[config.mk]
export PLATFORM = sky130hd
export DESIGN_NAME = ir_distance_to_segment_display_flat
export DESIGN_NICKNAME = d
export VERILOG_FILES = /design/src/hw/rtl/irdsd_pkg.sv /design/src/hw/rtl/irdsd_ifs.sv /design/src/hw/rtl/irdsd_fifo.sv /design/src/hw/rtl/irdsd_front.sv /design/src/hw/rtl/irdsd_back.sv /design/src/hw/rtl/ir_distance_to_segment_display.sv /design/src/flat_wrapper.sv
export SDC_FILE = /design/constraint.sdc
export NUM_CORES = 2
export LEC_CHECK = 0
export BUFFER_PORTS_ARGS = -buffer_cell sky130_fd_sc_hd__clkbuf_2
export CORE_UTILIZATION = 35
export CTS_BUF_LIST = sky130_fd_sc_hd__clkbuf_16
export CTS_CLUSTER_DIAMETER = 40
export DETAILED_ROUTE_END_ITERATION = 16
export SLEW_MARGIN = 10
export SYNTH_ARGS = -nofsm -noshare
export SYNTH_HDL_FRONTEND = slang
export SYNTH_SLANG_ARGS = --single-unit
[constraint.sdc]
create_clock -name clk -period 33.5 [get_ports clk]
set_input_delay 6.7 -clock clk [delete_from_list [all_inputs] [get_ports clk]]
set_output_delay 6.7 -clock clk [all_outputs]
set_load 0.005 [all_outputs]
[src/hw/rtl/irdsd_pkg.sv]
// irdsd_pkg: shared types, constants and tables of the ir distance display block
// no dependencies

package irdsd_pkg;

	localparam int QBITS       = 14;
	localparam int VAL_W       = 14;
	localparam int DISPLAY_MAX = 9999;
	localparam int SLOPE       = 2554;
	localparam int OFFSET      = 409000;
	localparam int SCALE       = 1000000000;
	// quotient exceeds the display range exactly when den <= SCALE / (DISPLAY_MAX + 1)
	localparam int SAT_DEN     = SCALE / (DISPLAY_MAX + 1);
	localparam int CFG_DATA_W  = 14;
	localparam int CFG_IDX_W   = 1;
	localparam int THR_W       = 12;
	localparam int FIFO_DEPTH  = 2;

	localparam logic [THR_W-1:0] THR_RESET  = 12'd250;
	localparam logic [VAL_W-1:0] OORV_RESET = 14'd9900;
	localparam logic [7:0]       DP_BIT     = 8'h80;

	typedef enum logic [CFG_IDX_W-1:0] {
		CFG_NEAR_THRESHOLD   = 1'b0,
		CFG_OUT_OF_RANGE_VAL = 1'b1
	} cfg_idx_t;

	typedef struct packed {
		logic [THR_W-1:0] near_threshold;
		logic [VAL_W-1:0] out_of_range_value;
	} cfg_t;

	// one queue entry: the two values to show
	typedef struct packed {
		logic [VAL_W-1:0] distance;
		logic [VAL_W-1:0] shown;
	} entry_t;

	function automatic logic [6:0] digit_code(input logic [3:0] d);
		logic [6:0] c;
		unique case (d)
			4'd0: c = 7'h7E;
			4'd1: c = 7'h30;
			4'd2: c = 7'h6D;
			4'd3: c = 7'h79;
			4'd4: c = 7'h33;
			4'd5: c = 7'h5B;
			4'd6: c = 7'h5F;
			4'd7: c = 7'h70;
			4'd8: c = 7'h7F;
			4'd9: c = 7'h7B;
			default: c = 7'h7E;
		endcase
		return c;
	endfunction

endpackage

[src/hw/rtl/irdsd_ifs.sv]
// irdsd_ifs: valid/ready channel interfaces for samples and display writes
// no dependencies

interface irdsd_in_if #(parameter int SAMPLE_BITS = 12) ();
	logic                   valid;
	logic                   ready;
	logic [SAMPLE_BITS-1:0] sample;

	modport source (output valid, output sample, input ready);
	modport sink (input valid, input sample, output ready);
endinterface

interface irdsd_out_if ();
	logic       valid;
	logic       ready;
	logic [3:0] digit_position;
	logic [7:0] segment_code;
	logic       last;

	modport source (output valid, output digit_position, output segment_code, output last,
		input ready);
	modport sink (input valid, input digit_position, input segment_code, input last,
		output ready);
endinterface

[src/hw/rtl/irdsd_fifo.sv]
// irdsd_fifo: small flop queue of display entries between front and back
// depends on irdsd_pkg

module irdsd_fifo (
	input  logic              clk,
	input  logic              arst_n,
	input  logic              push,
	input  irdsd_pkg::entry_t wdata,
	input  logic              pop,
	output irdsd_pkg::entry_t rdata,
	output logic              full,
	output logic              nempty
);
	import irdsd_pkg::*;

	localparam int PTR_W = (FIFO_DEPTH > 1) ? $clog2(FIFO_DEPTH) : 1;
	localparam int CNT_W = $clog2(FIFO_DEPTH + 1);

	entry_t             mem_q [FIFO_DEPTH];
	logic [PTR_W-1:0]   wptr_q;
	logic [PTR_W-1:0]   rptr_q;
	logic [CNT_W-1:0]   cnt_q;

	function automatic logic [PTR_W-1:0] ptr_inc(input logic [PTR_W-1:0] p);
		return (p == PTR_W'(FIFO_DEPTH - 1)) ? '0 : PTR_W'(p + 1'b1);
	endfunction

	assign full   = (cnt_q == CNT_W'(FIFO_DEPTH));
	assign nempty = (cnt_q != '0);
	assign rdata  = mem_q[rptr_q];

	always_ff @(posedge clk) begin
		if (push) begin
			mem_q[wptr_q] <= wdata;
		end
	end

	always_ff @(posedge clk or negedge arst_n) begin
		if (!arst_n) begin
			wptr_q <= '0;
			rptr_q <= '0;
			cnt_q  <= '0;
		end else begin
			if (push) begin
				wptr_q <= ptr_inc(wptr_q);
			end
			if (pop) begin
				rptr_q <= ptr_inc(rptr_q);
			end
			if (push && !pop) begin
				cnt_q <= CNT_W'(cnt_q + 1'b1);
			end else if (pop && !push) begin
				cnt_q <= CNT_W'(cnt_q - 1'b1);
			end
		end
	end

	a_no_overflow: assert property (@(posedge clk) disable iff (!arst_n)
		full |-> !push || pop) else $error("push into full queue");
	a_no_underflow: assert property (@(posedge clk) disable iff (!arst_n)
		pop |-> nempty) else $error("pop from empty queue");
	a_count_step: assert property (@(posedge clk) disable iff (!arst_n)
		push && !pop |=> cnt_q == CNT_W'($past(cnt_q) + 1'b1))
		else $error("queue count did not advance");

endmodule

[src/hw/rtl/irdsd_front.sv]
// irdsd_front: sample intake, range classification and pipelined reciprocal divider
// depends on irdsd_pkg, irdsd_ifs

module irdsd_front #(
	parameter int SAMPLE_BITS = 12
) (
	input  logic              clk,
	input  logic              arst_n,
	irdsd_in_if.sink          smp,
	input  irdsd_pkg::cfg_t   cfg,
	input  logic              q_full,
	output logic              q_push,
	output irdsd_pkg::entry_t q_wdata
);
	import irdsd_pkg::*;

	localparam int NUM_W = SAMPLE_BITS + 12;
	localparam int DIV_W = NUM_W + QBITS;

	logic                 adv;

	logic                 v_s1;
	logic [NUM_W-1:0]     num_s1;
	logic                 low_s1;
	logic [VAL_W-1:0]     shown_s1;

	logic                 div_v_s     [QBITS+1];
	logic [DIV_W-1:0]     div_rem_s   [QBITS+1];
	logic [NUM_W-1:0]     div_den_s   [QBITS+1];
	logic [QBITS-1:0]     div_quo_s   [QBITS+1];
	logic                 div_oor_s   [QBITS+1];
	logic                 div_sat_s   [QBITS+1];
	logic [VAL_W-1:0]     div_shown_s [QBITS+1];

	logic [DIV_W-1:0]     trial  [QBITS+1];
	logic                 ge     [QBITS+1];
	logic [31:0]          s_ext;
	logic [VAL_W-1:0]     oorv_sat;
	logic [VAL_W-1:0]     distance;

	assign adv       = !div_v_s[QBITS] || !q_full;
	assign smp.ready = adv;
	assign q_push    = div_v_s[QBITS] && !q_full;
	assign s_ext     = 32'(smp.sample);

	// one quotient bit per stage, msb first
	always_comb begin
		trial[0] = '0;
		ge[0]    = 1'b0;
		for (int k = 1; k <= QBITS; k++) begin
			trial[k] = DIV_W'(div_den_s[k-1]) << (QBITS - k);
			ge[k]    = div_rem_s[k-1] >= trial[k];
		end
	end

	always_comb begin
		oorv_sat = (cfg.out_of_range_value > VAL_W'(DISPLAY_MAX)) ?
			VAL_W'(DISPLAY_MAX) : cfg.out_of_range_value;
		if (div_oor_s[QBITS]) begin
			distance = oorv_sat;
		end else if (div_sat_s[QBITS]) begin
			distance = VAL_W'(DISPLAY_MAX);
		end else begin
			distance = VAL_W'(div_quo_s[QBITS]);
		end
		q_wdata.distance = distance;
		q_wdata.shown    = div_shown_s[QBITS];
	end

	always_ff @(posedge clk or negedge arst_n) begin
		if (!arst_n) begin
			v_s1 <= 1'b0;
			for (int k = 0; k <= QBITS; k++) begin
				div_v_s[k] <= 1'b0;
			end
		end else if (adv) begin
			v_s1       <= smp.valid;
			div_v_s[0] <= v_s1;
			for (int k = 1; k <= QBITS; k++) begin
				div_v_s[k] <= div_v_s[k-1];
			end
		end
	end

	always_ff @(posedge clk) begin
		if (adv) begin
			num_s1   <= NUM_W'(SLOPE) * NUM_W'(smp.sample);
			low_s1   <= s_ext < 32'(cfg.near_threshold);
			shown_s1 <= (s_ext > 32'(DISPLAY_MAX)) ? VAL_W'(DISPLAY_MAX) : VAL_W'(s_ext);

			div_rem_s[0]   <= DIV_W'(SCALE);
			div_den_s[0]   <= NUM_W'(num_s1 - NUM_W'(OFFSET));
			div_quo_s[0]   <= '0;
			div_oor_s[0]   <= low_s1 || (num_s1 <= NUM_W'(OFFSET));
			div_sat_s[0]   <= NUM_W'(num_s1 - NUM_W'(OFFSET)) <= NUM_W'(SAT_DEN);
			div_shown_s[0] <= shown_s1;

			for (int k = 1; k <= QBITS; k++) begin
				div_rem_s[k]   <= ge[k] ? DIV_W'(div_rem_s[k-1] - trial[k]) : div_rem_s[k-1];
				div_den_s[k]   <= div_den_s[k-1];
				div_quo_s[k]   <= {div_quo_s[k-1][QBITS-2:0], ge[k]};
				div_oor_s[k]   <= div_oor_s[k-1];
				div_sat_s[k]   <= div_sat_s[k-1];
				div_shown_s[k] <= div_shown_s[k-1];
			end
		end
	end

	a_accept_moves: assert property (@(posedge clk) disable iff (!arst_n)
		smp.valid && smp.ready |=> v_s1) else $error("accepted beat lost at stage 1");
	a_hold_on_full: assert property (@(posedge clk) disable iff (!arst_n)
		div_v_s[QBITS] && q_full |=> div_v_s[QBITS])
		else $error("divider output dropped while queue full");
	a_push_dist_range: assert property (@(posedge clk) disable iff (!arst_n)
		q_push |-> q_wdata.distance <= VAL_W'(DISPLAY_MAX)
		&& q_wdata.shown <= VAL_W'(DISPLAY_MAX))
		else $error("value out of display range");

endmodule

[src/hw/rtl/irdsd_back.sv]
// irdsd_back: digit extraction and seven-segment write sequencer, eight beats per entry
// depends on irdsd_pkg, irdsd_ifs

module irdsd_back (
	input  logic                 clk,
	input  logic                 arst_n,
	input  irdsd_pkg::entry_t    head,
	input  logic                 head_valid,
	output logic                 pop,
	irdsd_out_if.source          res
);
	import irdsd_pkg::*;

	logic [2:0]       cnt_q;
	logic [VAL_W-1:0] work_q;
	logic             ovalid_q;
	logic [3:0]       pos_q;
	logic [7:0]       seg_q;
	logic             last_q;

	logic             load;
	logic [VAL_W-1:0] cur;
	logic [3:0]       dig;
	logic [VAL_W-1:0] rem;
	logic             dot;

	assign load = head_valid && (!ovalid_q || res.ready);
	assign pop  = load && (cnt_q == 3'd7);
	assign dot  = (cnt_q == 3'd1) || (cnt_q == 3'd4);

	assign res.valid          = ovalid_q;
	assign res.digit_position = pos_q;
	assign res.segment_code   = seg_q;
	assign res.last           = last_q;

	// leading decimal digit of a value below 10000, then shift the rest up one decade
	always_comb begin
		if (cnt_q == 3'd0) begin
			cur = head.distance;
		end else if (cnt_q == 3'd4) begin
			cur = head.shown;
		end else begin
			cur = work_q;
		end
		dig = '0;
		for (int k = 1; k <= 9; k++) begin
			if (cur >= VAL_W'(k * 1000)) begin
				dig = 4'(k);
			end
		end
		rem = VAL_W'(cur - VAL_W'(VAL_W'(dig) * VAL_W'(1000)));
	end

	always_ff @(posedge clk or negedge arst_n) begin
		if (!arst_n) begin
			cnt_q    <= '0;
			ovalid_q <= 1'b0;
		end else begin
			if (load) begin
				cnt_q    <= 3'(cnt_q + 1'b1);
				ovalid_q <= 1'b1;
			end else if (res.ready) begin
				ovalid_q <= 1'b0;
			end
		end
	end

	always_ff @(posedge clk) begin
		if (load) begin
			work_q <= VAL_W'(rem * VAL_W'(10));
			pos_q  <= 4'(4'd8 - 4'(cnt_q));
			seg_q  <= {1'b0, digit_code(dig)} | (dot ? DP_BIT : 8'h00);
			last_q <= (cnt_q == 3'd7);
		end
	end

	a_entry_held: assert property (@(posedge clk) disable iff (!arst_n)
		cnt_q != 3'd0 |-> head_valid) else $error("entry left mid-sequence");
	a_first_beat: assert property (@(posedge clk) disable iff (!arst_n)
		load && cnt_q == 3'd0 |=> res.valid && res.digit_position == 4'd8)
		else $error("sequence did not start at leftmost digit");
	a_last_pops: assert property (@(posedge clk) disable iff (!arst_n)
		pop |=> res.valid && res.last && cnt_q == 3'd0)
		else $error("pop not aligned with last beat");
	a_dot_place: assert property (@(posedge clk) disable iff (!arst_n)
		res.valid |-> res.segment_code[7] ==
		(res.digit_position == 4'd7 || res.digit_position == 4'd4))
		else $error("decimal point misplaced");

endmodule

[src/hw/rtl/ir_distance_to_segment_display.sv]
// ir_distance_to_segment_display: top level, config registers, front, queue and back
// depends on irdsd_pkg, irdsd_ifs, irdsd_fifo, irdsd_front, irdsd_back
//
// channel  dir  payload                                 beats
// smp      in   sample[SAMPLE_BITS-1:0]                 one per sample
// res      out  digit_position[3:0] segment_code[7:0]   eight per sample, last on the eighth
//              last
// cfg      in   cfg_we, cfg_index[0], cfg_data[13:0]    one write per register
//
// sustained rate is set by the back sequencer, emitting one beat a cycle while res is ready
// first beat path: stage 1, the divider stages, the queue, then the back output register
// front takes a sample every cycle unless its last stage waits on a full two-entry queue
// res stalls hold the output register; front keeps filling the queue meanwhile
// arst_n clears all control state and loads register defaults 250 and 9900

module ir_distance_to_segment_display #(
	parameter int SAMPLE_BITS = 12
) (
	input  logic                                 clk,
	input  logic                                 arst_n,
	input  logic                                 cfg_we,
	input  logic [irdsd_pkg::CFG_IDX_W-1:0]      cfg_index,
	input  logic [irdsd_pkg::CFG_DATA_W-1:0]     cfg_data,
	irdsd_in_if.sink                             smp,
	irdsd_out_if.source                          res
);
	import irdsd_pkg::*;

	cfg_t      cfg_q;
	entry_t    q_wdata;
	entry_t    q_rdata;
	logic      q_push;
	logic      q_pop;
	logic      q_full;
	logic      q_nempty;

	always_ff @(posedge clk or negedge arst_n) begin
		if (!arst_n) begin
			cfg_q.near_threshold     <= THR_RESET;
			cfg_q.out_of_range_value <= OORV_RESET;
		end else if (cfg_we) begin
			unique case (cfg_idx_t'(cfg_index))
				CFG_NEAR_THRESHOLD:   cfg_q.near_threshold     <= cfg_data[THR_W-1:0];
				CFG_OUT_OF_RANGE_VAL: cfg_q.out_of_range_value <= cfg_data[VAL_W-1:0];
				default: ;
			endcase
		end
	end

	irdsd_front #(
		.SAMPLE_BITS (SAMPLE_BITS)
	) u_front (
		.clk     (clk),
		.arst_n  (arst_n),
		.smp     (smp),
		.cfg     (cfg_q),
		.q_full  (q_full),
		.q_push  (q_push),
		.q_wdata (q_wdata)
	);

	irdsd_fifo u_fifo (
		.clk    (clk),
		.arst_n (arst_n),
		.push   (q_push),
		.wdata  (q_wdata),
		.pop    (q_pop),
		.rdata  (q_rdata),
		.full   (q_full),
		.nempty (q_nempty)
	);

	irdsd_back u_back (
		.clk        (clk),
		.arst_n     (arst_n),
		.head       (q_rdata),
		.head_valid (q_nempty),
		.pop        (q_pop),
		.res        (res)
	);

endmodule
[src/flat_wrapper.sv]
// flat-port wrapper written by rule: the top's interface ports become plain ports
module ir_distance_to_segment_display_flat import irdsd_pkg::*;
#(
	parameter int SAMPLE_BITS = 12
)
  (clk, arst_n, cfg_we, cfg_index, cfg_data, smp_valid, smp_sample, smp_ready, res_valid, res_digit_position, res_segment_code, res_last, res_ready);
  irdsd_in_if #(.SAMPLE_BITS(SAMPLE_BITS)) smp_i ();
  irdsd_out_if res_i ();
  input  logic clk;
  input  logic arst_n;
  input  logic cfg_we;
  input  logic [irdsd_pkg::CFG_IDX_W-1:0] cfg_index;
  input  logic [irdsd_pkg::CFG_DATA_W-1:0] cfg_data;
  input wire logic [$bits(smp_i.valid)-1:0] smp_valid;
  input wire logic [$bits(smp_i.sample)-1:0] smp_sample;
  output wire logic [$bits(smp_i.ready)-1:0] smp_ready;
  output wire logic [$bits(res_i.valid)-1:0] res_valid;
  output wire logic [$bits(res_i.digit_position)-1:0] res_digit_position;
  output wire logic [$bits(res_i.segment_code)-1:0] res_segment_code;
  output wire logic [$bits(res_i.last)-1:0] res_last;
  input wire logic [$bits(res_i.ready)-1:0] res_ready;
  assign smp_i.valid = smp_valid;
  assign smp_i.sample = smp_sample;
  assign smp_ready = smp_i.ready;
  assign res_valid = res_i.valid;
  assign res_digit_position = res_i.digit_position;
  assign res_segment_code = res_i.segment_code;
  assign res_last = res_i.last;
  assign res_i.ready = res_ready;
  ir_distance_to_segment_display #(.SAMPLE_BITS(SAMPLE_BITS)) u_core (.clk(clk), .arst_n(arst_n), .cfg_we(cfg_we), .cfg_index(cfg_index), .cfg_data(cfg_data), .smp(smp_i), .res(res_i));
endmodule
==> impl_metrics.ini <==
[floorplanning]
core_sq_um = 172000
die_h_um = 418
die_w_um = 418
io_pins = 47
start_util = 0.353
rows = 152
die_area_sq_um = 175000

[place]
port_buffers = 46
dp_hpwl_mm = 84.1
gp_congestion = 0.886
dpl.cell_count = 7307
pre_cts_ws_ps = 21380

[synthesis]
seq_area_frac_synth = 0.572
syn_area_per_cell_sq_um = 12.1
ys_types = 87
synthArstFlopShare = 0.0431
synth.most_common_cell = edfxtp_1
ys_ff_latch = 1161
synth_top_area_frac = 0.551
netlist_area_sq_um = 60500
ys.flop_type = edfxtp_1
synth_edf_count = 1111
ys_top_cells_by_count = 1,111 x edfxtp_1, 494 x inv_1, 431 x ha_1
ys_warn_count = 0
ys_top_cells_by_area = edfxtp_1 55%, ha_1 8.9%, inv_1 3.1%
synthCells = 4997
yosys.area.top_type = edfxtp_1

[global_route]
antenna_found_initial = 0
met2_usage = 0.229
grt_use_met3 = 0.0238
grt_pass1_vias = 37246
grt_max_degree = 210
grtUsageMet1 = 0.155
gr-usage-all-layers = 0.130
grt_pass1_wl_mm = 186
top_usage_layer = met2
overflow = 0

[sta]
fin_crit_sh = 0.337
tns_ps = 0
hold_viol = 0
skew_ps = 27.9
finalHoldWorstSlack_ps = 410
fin_ws_ps = 22200
drv_slew = 0
rsz0062_at_grt = no
max_slew_margin = 0.186
setup_violations = 0
max_freq_ghz = 0.0885
period_needed_ps = 11300
worst-slew-pin-transition_ps = 1220

[clock_tree]
root_buffer = clkbuf_16
clock_latency_ps = 770
ctsResizeCount = 0
clock_path_buffers = 3
path_clk_slew_ps = 60
post_cts_buffers = 0
h-tree-depth = 4
cts_tree = done
clock-sinks = 1161
postCtsHoldBufs = 0
numCtsBuffers = 156

[setup_path]
path_max_fanout = 7
reg2reg_setup_slack_ps = 25300
worstPathArrival_ps = 11820
crit_start = smp_sample[3]
critPathKind = in2reg
cp-start-kind = input pin
crit_path_end_kind = register
crit_required_ps = 34020
r2r_start = u_core.u_back.cnt_q[0]

[routing]
ant_nets = 0
drc = 0
wirelength_mm = 114
vias_per_cell = 4.86
drt_iter0_markers = 2146
drt-wirelength-per-cell_um = 15.1
drt_first_pass_iters = 6
vias = 36944

[final_layout]
fillCellCount = 16126
flow.area_growth_from_synthesis_pct = 13.8
final_cells = 7596
layout-drive-gt1-share = 0.0872
nets = 5685

[status]
status = finished clean

[min_path]
hold_class = reg2reg
hp-start = u_core.u_front.shown_s1[10]

[run]
drv_cap = 0
==> state kept, by name, summed over array words and instances, names as in the netlist, 2 cells and up <==
signal / cells
u_core.cfg_q: 26
u_core.u_back.cnt_q: 3
u_core.u_back.res.digit_position: 4
u_core.u_back.res.segment_code: 8
u_core.u_back.work_q: 13
u_core.u_fifo.cnt_q: 2
u_core.u_fifo.mem_q: 52
u_core.u_front.div_den_s: 298
u_core.u_front.div_oor_s: 15
u_core.u_front.div_quo_s: 105
u_core.u_front.div_rem_s: 390
u_core.u_front.div_sat_s: 15
u_core.u_front.div_shown_s: 176
u_core.u_front.div_v_s: 15
u_core.u_front.num_s1: 21
u_core.u_front.shown_s1: 12
==> worst max-delay path: stages <==
cell and delay [ps]:
clkbuf_2 210, inv_1 100, fa_1 530, inv_1 70, fa_1 470, ha_1 280
inv_1 50, fa_1 520, inv_1 50, fa_1 470, ha_1 260, a211oi_1 300
o21bai_1 150, a31oi_1 240, o21ai_0 180, nor4_1 360, o31ai_1 220, a311o_1 380
a21oi_1 170, xnor2_1 80
==> metrics by stage <==
step / area (sq um) / utilization
finish: 68900 / 0.401
global route: 68900 / 0.401
CTS: 68900 / 0.401
detailed placement: 63600 / 0.371
global placement: 63600 / 0.371
floorplan: 60600 / -
==> worst paths after layout <==
kind	to	cells after the start
min reg2reg	u_core.u_front.div_shown_s[0][10]	0
min	u_core.u_front.div_shown_s[0][10]	0
max	u_core.u_front.num_s1[23]	20
min in group asynchronous	u_core.u_fifo.rptr_q	2
max in group asynchronous	u_core.cfg_q[22]	2
max reg2reg	u_core.u_back.work_q[13]	32
==> metal layers <==
layer | share of wire | vias to the layer above
met3 | 0.035 | 246
li1 | - | 18592
met5 | 0 | -
met4 | 0.036 | 0
met2 | 0.49 | 622
met1 | 0.44 | 17484
==> cell families (layout without fill, tap and decap cells) <==
kind of cell | count (synthesis) | count (layout) | share of synthesized area
simple gates | 1166 | 1166 | 0.0918
flops | 1161 | 1161 | 0.572
compound gates | 1133 | 1133 | 0.118
buf+inv | 577 | 862 | 0.0362
fa+ha+maj | 499 | 499 | 0.111
xor+xnor | 356 | 356 | 0.0517
mux | 104 | 104 | 0.0189
other cells | 1 | 5 | 0.0000619
==> cell type report <==
class | count | area (sq um) | share of cell area
Timing Repair Buffer | 77 | 488 | 0.00708
Sequential cell | 1161 | 34600 | 0.503
Clock buffer | 157 | 3930 | 0.0570
Tap cell | 2310 | 2890 | 0.0420
Inverter | 497 | 1870 | 0.0271
Clock inverter | 131 | 1310 | 0.0190
Multi-Input combinational cell | 3262 | 23800 | 0.345
Antenna cell | 1 | 2.50 | 0.0000363
==> placed cells by master, fill, tap and decap left out, drive strengths merged, types with 14 or more instances in the layout <==
cell    count
nor4       37
xor2      157
nor2b      53
a21o      117
a31oi      34
o31ai      49
and2       25
a21oi     319
a211o      16
o21ai     304
nand3      51
xnor2     198
a211oi     30
mux2i      20
nand2b     72
o21bai     34
ha        431
edfxtp   1111
and3       27
or3        41
mux2       84
a21boi     16
o211ai     20
or2        20
or4        14
clkinv     53
fa         67
inv       545
clkbuf    203
nand2     367
buf        31
dfrtp      37
nor3       78
nand4      42
o21a       65
bufinv     19
nor2      302
o31a       22
Power is left out: the tool's default activity adds up to more than one toggle a clock period on the data nets, which glitch-free logic cannot reach.
